### src/lcd_nibble_write_queue_core_macros.svh
// Assertion macros shared by the display write queue modules.
`ifndef LCD_NIBBLE_WRITE_QUEUE_CORE_MACROS_SVH
`define LCD_NIBBLE_WRITE_QUEUE_CORE_MACROS_SVH

// Property checked at every rising clock edge outside reset.
`define LCDQ_ASSERT(label, clk, rstn, prop, msg) \
    label: assert property (@(posedge clk) disable iff (!(rstn)) (prop)) else $error(msg);

// Condition that must never hold outside reset.
`define LCDQ_NEVER(label, clk, rstn, cond, msg) \
    label: assert property (@(posedge clk) disable iff (!(rstn)) !(cond)) else $error(msg);

`endif

### src/lcdq_pkg.sv
`timescale 1ns / 1ps
// ----------------------------------------------------------------------------
// lcdq_pkg
// Types and constants shared by the display nibble write queue.
// ----------------------------------------------------------------------------
package lcdq_pkg;

    localparam int BYTE_W              = 8;
    localparam int WORD_W              = 7;
    localparam int DEFAULT_QUEUE_DEPTH = 32;

    // Operation codes on the request channel.
    localparam logic OP_ENQUEUE = 1'b0;
    localparam logic OP_TICK    = 1'b1;

    // Bit positions in the byte and in the port word.
    localparam int CMD_FLAG_BIT = 7;
    localparam int RS_BIT       = 4;
    localparam int EN_BIT       = 6;

    // Output word sequence of one byte.
    localparam int STEP_W = 3;
    localparam logic [STEP_W-1:0] STEP_HI_PULSE = 3'd1;
    localparam logic [STEP_W-1:0] STEP_LO_FIRST = 3'd3;
    localparam logic [STEP_W-1:0] STEP_LO_PULSE = 3'd4;
    localparam logic [STEP_W-1:0] STEP_LAST     = 3'd6;

    typedef struct packed {
        logic enq;        // write the request byte at the tail
        logic deq;        // read the head byte and restart the word sequence
        logic step_inc;   // advance to the next output word
    } cmd_t;

    typedef struct packed {
        logic full;
        logic empty;
        logic last_step;
    } sts_t;

endpackage

### src/lcd_nibble_write_queue_core.sv
`timescale 1ns / 1ps
// ----------------------------------------------------------------------------
// lcd_nibble_write_queue_core
// Byte queue driving a 4-bit character display port, a word per ready cycle.
// ----------------------------------------------------------------------------
// Usage:
// The request channel (s_valid, s_ready, s_op, s_byte_in) carries two kinds of
// requests. An enqueue request stores s_byte_in at the tail of a ring buffer of
// QUEUE_DEPTH bytes; when the buffer is full the byte is dropped. A tick request
// removes the oldest byte and produces seven words on the result channel
// (m_valid, m_ready, m_port_word, m_last_word): high nibble, high nibble with
// enable, high nibble, the same three for the low nibble, then an all-zero word
// flagged by m_last_word. Bit 4 is register select, set for data bytes (bit 7
// clear). A tick on an empty buffer produces nothing.
// Timing: an enqueue or an empty tick leaves the sequencer idle. A tick that
// pops a byte reads the buffer memory in its accept cycle and shows the
// seven words from the next cycle on, one word per cycle while m_ready is
// high. Requests are not taken while words are being delivered; a stall on
// m_ready simply holds the current word.
// Reset (synchronous, active low) empties the queue and returns the sequencer
// to idle; the buffer contents are not cleared since they are never read
// before being written.
// ----------------------------------------------------------------------------

module lcd_nibble_write_queue_core #(
    parameter int QUEUE_DEPTH = lcdq_pkg::DEFAULT_QUEUE_DEPTH
) (
    input  logic                        aclk,
    input  logic                        aresetn,
    input  logic                        s_valid,
    output logic                        s_ready,
    input  logic                        s_op,
    input  logic [lcdq_pkg::BYTE_W-1:0] s_byte_in,
    output logic                        m_valid,
    input  logic                        m_ready,
    output logic [lcdq_pkg::WORD_W-1:0] m_port_word,
    output logic                        m_last_word
);

    lcdq_pkg::cmd_t cmd;
    lcdq_pkg::sts_t sts;

    // Sequencer: decides which requests touch the buffer and paces the words.
    lcdq_ctrl u_ctrl (
        .aclk    (aclk),
        .aresetn (aresetn),
        .s_valid (s_valid),
        .s_ready (s_ready),
        .s_op    (s_op),
        .m_valid (m_valid),
        .m_ready (m_ready),
        .sts     (sts),
        .cmd     (cmd)
    );

    // Datapath: buffer memory, pointers, fill count and word formatting.
    lcdq_dp #(
        .QUEUE_DEPTH (QUEUE_DEPTH)
    ) u_dp (
        .aclk      (aclk),
        .aresetn   (aresetn),
        .byte_in   (s_byte_in),
        .cmd       (cmd),
        .sts       (sts),
        .port_word (m_port_word),
        .last_word (m_last_word)
    );

endmodule

### src/lcdq_dp.sv
`timescale 1ns / 1ps
// ----------------------------------------------------------------------------
// lcdq_dp
// Ring buffer, pointers, fill count and port word generator.
// ----------------------------------------------------------------------------
`include "lcd_nibble_write_queue_core_macros.svh"

module lcdq_dp #(
    parameter int QUEUE_DEPTH = lcdq_pkg::DEFAULT_QUEUE_DEPTH
) (
    input  logic                        aclk,
    input  logic                        aresetn,
    input  logic [lcdq_pkg::BYTE_W-1:0] byte_in,
    input  lcdq_pkg::cmd_t              cmd,
    output lcdq_pkg::sts_t              sts,
    output logic [lcdq_pkg::WORD_W-1:0] port_word,
    output logic                        last_word
);

    localparam int PTR_W = (QUEUE_DEPTH > 1) ? $clog2(QUEUE_DEPTH) : 1;
    localparam int CNT_W = $clog2(QUEUE_DEPTH + 1);

    logic [lcdq_pkg::BYTE_W-1:0] mem [QUEUE_DEPTH];

    logic [PTR_W-1:0]            wr_ptr_reg, wr_ptr_next;
    logic [PTR_W-1:0]            rd_ptr_reg, rd_ptr_next;
    logic [CNT_W-1:0]            count_reg, count_next;
    logic [lcdq_pkg::STEP_W-1:0] step_reg, step_next;
    logic [lcdq_pkg::BYTE_W-1:0] rd_data_reg;

    logic                        rs;
    logic [3:0]                  nibble;
    logic                        en;

    always_comb begin
        wr_ptr_next = wr_ptr_reg;
        rd_ptr_next = rd_ptr_reg;
        count_next  = count_reg;
        step_next   = step_reg;
        if (cmd.enq) begin
            wr_ptr_next = (wr_ptr_reg == PTR_W'(QUEUE_DEPTH - 1)) ? '0 : wr_ptr_reg + 1'b1;
            count_next  = count_reg + 1'b1;
        end
        if (cmd.deq) begin
            rd_ptr_next = (rd_ptr_reg == PTR_W'(QUEUE_DEPTH - 1)) ? '0 : rd_ptr_reg + 1'b1;
            count_next  = count_reg - 1'b1;
            step_next   = '0;
        end else if (cmd.step_inc) begin
            step_next = step_reg + 1'b1;
        end
    end

    always_ff @(posedge aclk) begin
        if (!aresetn) begin
            wr_ptr_reg <= '0;
            rd_ptr_reg <= '0;
            count_reg  <= '0;
            step_reg   <= '0;
        end else begin
            wr_ptr_reg <= wr_ptr_next;
            rd_ptr_reg <= rd_ptr_next;
            count_reg  <= count_next;
            step_reg   <= step_next;
        end
    end

    always_ff @(posedge aclk) begin
        if (cmd.enq) begin
            mem[wr_ptr_reg] <= byte_in;
        end
        if (cmd.deq) begin
            rd_data_reg <= mem[rd_ptr_reg];
        end
    end

    assign sts.full      = (count_reg == CNT_W'(QUEUE_DEPTH));
    assign sts.empty     = (count_reg == '0);
    assign sts.last_step = (step_reg == lcdq_pkg::STEP_LAST);

    // Register select is high for data bytes, low for command bytes.
    always_comb begin
        rs        = ~rd_data_reg[lcdq_pkg::CMD_FLAG_BIT];
        nibble    = (step_reg < lcdq_pkg::STEP_LO_FIRST) ? rd_data_reg[7:4] : rd_data_reg[3:0];
        en        = (step_reg inside {lcdq_pkg::STEP_HI_PULSE, lcdq_pkg::STEP_LO_PULSE});
        port_word = '0;
        if (step_reg != lcdq_pkg::STEP_LAST) begin
            port_word[3:0]              = nibble;
            port_word[lcdq_pkg::RS_BIT] = rs;
            port_word[lcdq_pkg::EN_BIT] = en;
        end
        last_word = sts.last_step;
    end

    `LCDQ_ASSERT(a_count_bound, aclk, aresetn, count_reg <= CNT_W'(QUEUE_DEPTH), "fill count above depth")
    `LCDQ_NEVER(a_enq_full, aclk, aresetn, cmd.enq && sts.full, "write into a full queue")
    `LCDQ_NEVER(a_deq_empty, aclk, aresetn, cmd.deq && sts.empty, "read from an empty queue")
    `LCDQ_ASSERT(a_count_inc, aclk, aresetn, (cmd.enq && !cmd.deq) |=> (count_reg == $past(count_reg) + 1'b1), "fill count did not grow")

endmodule

### src/lcdq_ctrl.sv
`timescale 1ns / 1ps
// ----------------------------------------------------------------------------
// lcdq_ctrl
// Sequencer: takes requests and steps through the seven port words.
// ----------------------------------------------------------------------------
`include "lcd_nibble_write_queue_core_macros.svh"

module lcdq_ctrl (
    input  logic           aclk,
    input  logic           aresetn,
    input  logic           s_valid,
    output logic           s_ready,
    input  logic           s_op,
    output logic           m_valid,
    input  logic           m_ready,
    input  lcdq_pkg::sts_t sts,
    output lcdq_pkg::cmd_t cmd
);

    localparam logic ST_IDLE = 1'b0;
    localparam logic ST_EMIT = 1'b1;

    logic state_reg, state_next;

    always_comb begin
        state_next = state_reg;
        cmd        = '0;
        s_ready    = 1'b0;
        m_valid    = 1'b0;
        case (state_reg)
            ST_IDLE: begin
                s_ready = 1'b1;
                if (s_valid) begin
                    if (s_op == lcdq_pkg::OP_ENQUEUE) begin
                        cmd.enq = ~sts.full;
                    end else if (!sts.empty) begin
                        cmd.deq    = 1'b1;
                        state_next = ST_EMIT;
                    end
                end
            end
            ST_EMIT: begin
                m_valid = 1'b1;
                if (m_ready) begin
                    if (sts.last_step) begin
                        state_next = ST_IDLE;
                    end else begin
                        cmd.step_inc = 1'b1;
                    end
                end
            end
            default: begin
                state_next = ST_IDLE;
            end
        endcase
    end

    always_ff @(posedge aclk) begin
        if (!aresetn) begin
            state_reg <= ST_IDLE;
        end else begin
            state_reg <= state_next;
        end
    end

    `LCDQ_NEVER(a_one_side, aclk, aresetn, s_ready && m_valid, "request and result sides open together")
    `LCDQ_ASSERT(a_deq_emits, aclk, aresetn, cmd.deq |=> (m_valid && !sts.last_step), "dequeue not followed by output")
    `LCDQ_ASSERT(a_last_idle, aclk, aresetn, (m_valid && m_ready && sts.last_step) |=> s_ready, "no return to idle after last word")

endmodule

### config.mk
export PLATFORM = sky130hd
export DESIGN_NAME = lcd_nibble_write_queue_core
export DESIGN_NICKNAME = d
export VERILOG_FILES = /design/src/lcdq_pkg.sv /design/src/lcd_nibble_write_queue_core.sv /design/src/lcdq_dp.sv /design/src/lcdq_ctrl.sv
export VERILOG_INCLUDE_DIRS = /design/src /design/src/src
export SDC_FILE = /design/constraint.sdc
export NUM_CORES = 1
export LEC_CHECK = 0
export BUFFER_PORTS_ARGS = -buffer_cell sky130_fd_sc_hd__buf_2
export CAP_MARGIN = 10
export CORE_ASPECT_RATIO = 0.6
export CORE_MARGIN = 1
export CORE_UTILIZATION = 61
export DETAILED_ROUTE_END_ITERATION = 8
export PLACE_DENSITY = 0.81
export SETUP_SLACK_MARGIN = 0.15
export SYNTH_ARGS = -nofsm -noshare
export SYNTH_HDL_FRONTEND = slang
export SYNTH_HIERARCHICAL = 1
export SYNTH_SLANG_ARGS = --single-unit
### constraint.sdc
create_clock -name aclk -period 7.8 [get_ports aclk]
set_clock_uncertainty 0.2 [all_clocks]
set_input_delay 1.95 -clock aclk [delete_from_list [all_inputs] [get_ports aclk]]
set_output_delay 1.95 -clock aclk [all_outputs]
set_load 0.03 [all_outputs]
==> out/qor.csv <==
metric,value,unit
CTS H-tree depth,1,
clock tree buffer depth,3,
Die Wd,180,um
Die ar.,19500,um^2
vias per inst,6.72,
via count,6147,
Hold WS,0.319,ns
pre-CTS WS,3.24,ns
RSZ-0062 raised after global routing,no,
Post-synth ARST share,0,
Syn Nets,665,
Worst-path clk slew,0.07,ns
outcome,finished clean,
Worst Path Arrival,1.90,ns
Pins Over Slew Limit,0,
layout cells sized above 1,0.172,
CP Capture Type,primary output,
number of enable flip-flop cells after synthesis,264,
cts repair resizes,0,
min cycle time layout,4.05,ns
initial antenna violation count,0,
Die Y-Extent,109,um
crit-path cells,inv_1 > ha_1 > and2_1 > nor2_1 > buf_2,
DP Cell Count,867,
WP buf/inv,2,
syn_area_per_cell,18.2,um^2
CTS tree,done,
CTS buffer count,25,
maxcap violations,0,
"top cells by area, synth","edfxtp_1 (69%), mux4_2 (8.6%), mux2i_1 (3.6%), dfxtp_1 (3.5%), ha_1 (1.6%)",
Worst Path Max Fanout,6,
PD cells,270,nW/um^2
"Primary FF master, synth",edfxtp_1,
synthesized area,11600,um^2
Fin Setup TNS,0,ns
All-Layer GR Usage,0.258,
io pins,23,
setup ws final,3.75,ns
port bufs,21,
Worst EP required,5.65,ns
slew margin rel.,0.186,
clock root cell,clkbuf_16,
Cell Rows,38,
worst vdd ir,0.216,mV
Ant. Diodes,0,
Fin. Hold Viols,0,
global-route wire length before repair,36.5,mm
final setup vio count,0,
CTS Hold Bufs,0,
register bit count reported by yosys,284,
DRC violations left,0,
CP top delay family,flip-flops,
largest net degree at the start of global routing,48,
Slew @ Worst Pin,1.22,ns
Detailed Route WL,24.2,mm
Setup CP Type,flip-flop to primary output,
max reg flops,256,
initial core utilization,0.631,
vias in the first global route,5999,
top cell type's share of synthesized area,0.686,
post-route insts no fill,915,
final worst-path cycle share,0.519,
clk_lat worst skew,0.52,ns
DR iter-0 viols,795,
Fmax achieved,247,MHz
Synth cell types,51,
Max stage delay on crit path,0.44,ns
Core ar.,18300,um^2
gr ovfl total,0,
WL per Instance,26.4,um
area grow syn2layout,9.07,%
Pre-antenna DRT Iters,5,
Hold Path Class,flip-flop to flip-flop,
slowest CP cell,dfxtp_1,
Detail Route Antenna Nets,0,
clock sinks,284,
"Power, Total",3.40,mW
"area leader, netlist",edfxtp_1,
Nets,687,
Post-CTS Setup Inserts,0,
post-synthesis cell count,636,
Yosys warnings,6,
crit path launch type,flip-flop,
HPWL after detailed placement,15.3,mm
Final GP Congestion,0.863,
sequential share of the synthesized area,0.721,
LEAKAGE,3.93,nW
per-stage QoR:
stage / area (um^2) / util
finish: 12600 / 0.689
global route: 12600 / 0.689
CTS: 12600 / 0.687
detailed placement: 11800 / 0.645
global placement: 11800 / 0.645
floorplan: 11600 / -
report_power, final:
group          switching [mW]  internal [mW]  leakage, nW
logic                   0.243          0.204         1.01
registers              0.0560           1.71         2.54
clock network           0.516          0.676        0.374
total                   0.815           2.59         3.93
kinds of logic after synthesis:
group                    after synthesis  synth area share
flip-flops                           284             0.721
buffers and inverters                 45            0.0220
XOR/XNOR                               5           0.00379
multiplexers                          90             0.131
other                                  1          0.000325
AND/OR/NAND/NOR                      107            0.0487
adder cells (fa/ha/maj)               16            0.0180
AO/OA/AOI/OAI                         88            0.0553
layer usage:
metal / global-route usage / vias to the layer above / routed length, um
met5: 0 / - / 0
met4: 0.0628 / 0 / 525
met3: 0.0554 / 45 / 2690
met2: 0.384 / 357 / 10600
met1: 0.395 / 3128 / 10300
li1: - / 2617 / -
synth_stat cells (all sizes together), types with 2 or more instances:
| cell type | count |
|---|---|
| edfxtp | 264 |
| mux4 | 48 |
| mux2i | 42 |
| nor2 | 27 |
| buf | 24 |
| dfxtp | 20 |
| a21oi | 18 |
| nand2 | 17 |
| nor3 | 17 |
| ha | 15 |
| clkbuf | 13 |
| o22ai | 12 |
| nor2b | 11 |
| a22oi | 10 |
| o21ai | 10 |
| a22o | 8 |
| inv | 8 |
| o221ai | 8 |
| a2111oi | 7 |
| nand3b | 6 |
| and3 | 5 |
| a211oi | 4 |
| and2 | 4 |
| nand3 | 4 |
| nor3b | 4 |
| nand2b | 3 |
| xnor2 | 3 |
| a21boi | 2 |
| a21o | 2 |
| nor4 | 2 |
| nor4b | 2 |
| o21a | 2 |
| xor2 | 2 |
cells in the final DEF (no fill, tap or decap), types with 3 or more instances in the layout:
cell	n
a2111oi_1	3
a2111oi_2	4
a211oi_1	4
a21oi_1	18
a22o_1	8
a22oi_1	10
and2_1	4
and3_1	5
buf_2	22
buf_4	7
clkbuf_1	9
clkbuf_16	25
clkbuf_4	3
clkinv_1	3
dfxtp_1	18
edfxtp_1	264
ha_1	15
inv_1	8
mux2i_1	42
mux4_1	4
mux4_2	44
nand2_1	17
nand2b_1	3
nand3_1	4
nand3b_1	6
nor2_1	27
nor2b_1	11
nor3_1	17
nor3b_1	4
o21ai_0	10
o221ai_1	8
o22ai_1	12
xnor2_1	3
final timing paths:
| check | startpoint | end | slack (ns) | cells after the start |
|---|---|---|---|---|
| min | u_dp/count_reg[4] | u_dp/count_reg[4] | 0.32 | 2 |
| max | u_dp/step_reg[0] | m_port_word[4] | 3.75 | 5 |
| max reg2reg | u_dp/rd_ptr_reg[0] | u_dp/rd_data_reg[2] | 4.39 | 4 |
| min reg2reg | u_dp/count_reg[4] | u_dp/count_reg[4] | 0.32 | 2 |
layout make-up:
cell class,count,area [um^2]
sequential,284,8330
clock buffer,36,687
timing repair buffer,32,185
inverter,8,30.0
clock inverter,8,88.8
fill,1143,5700
tap,240,300
multi-input combinational,307,2980
worst reg2reg max path: stages, from the launching register on:
cell and delay (ns):
dfxtp_4 0.76, buf_4 0.77, mux4_2 0.66, a2111oi_1 0.60, a21oi_1 0.14
(Power assumes the default switching activity.)
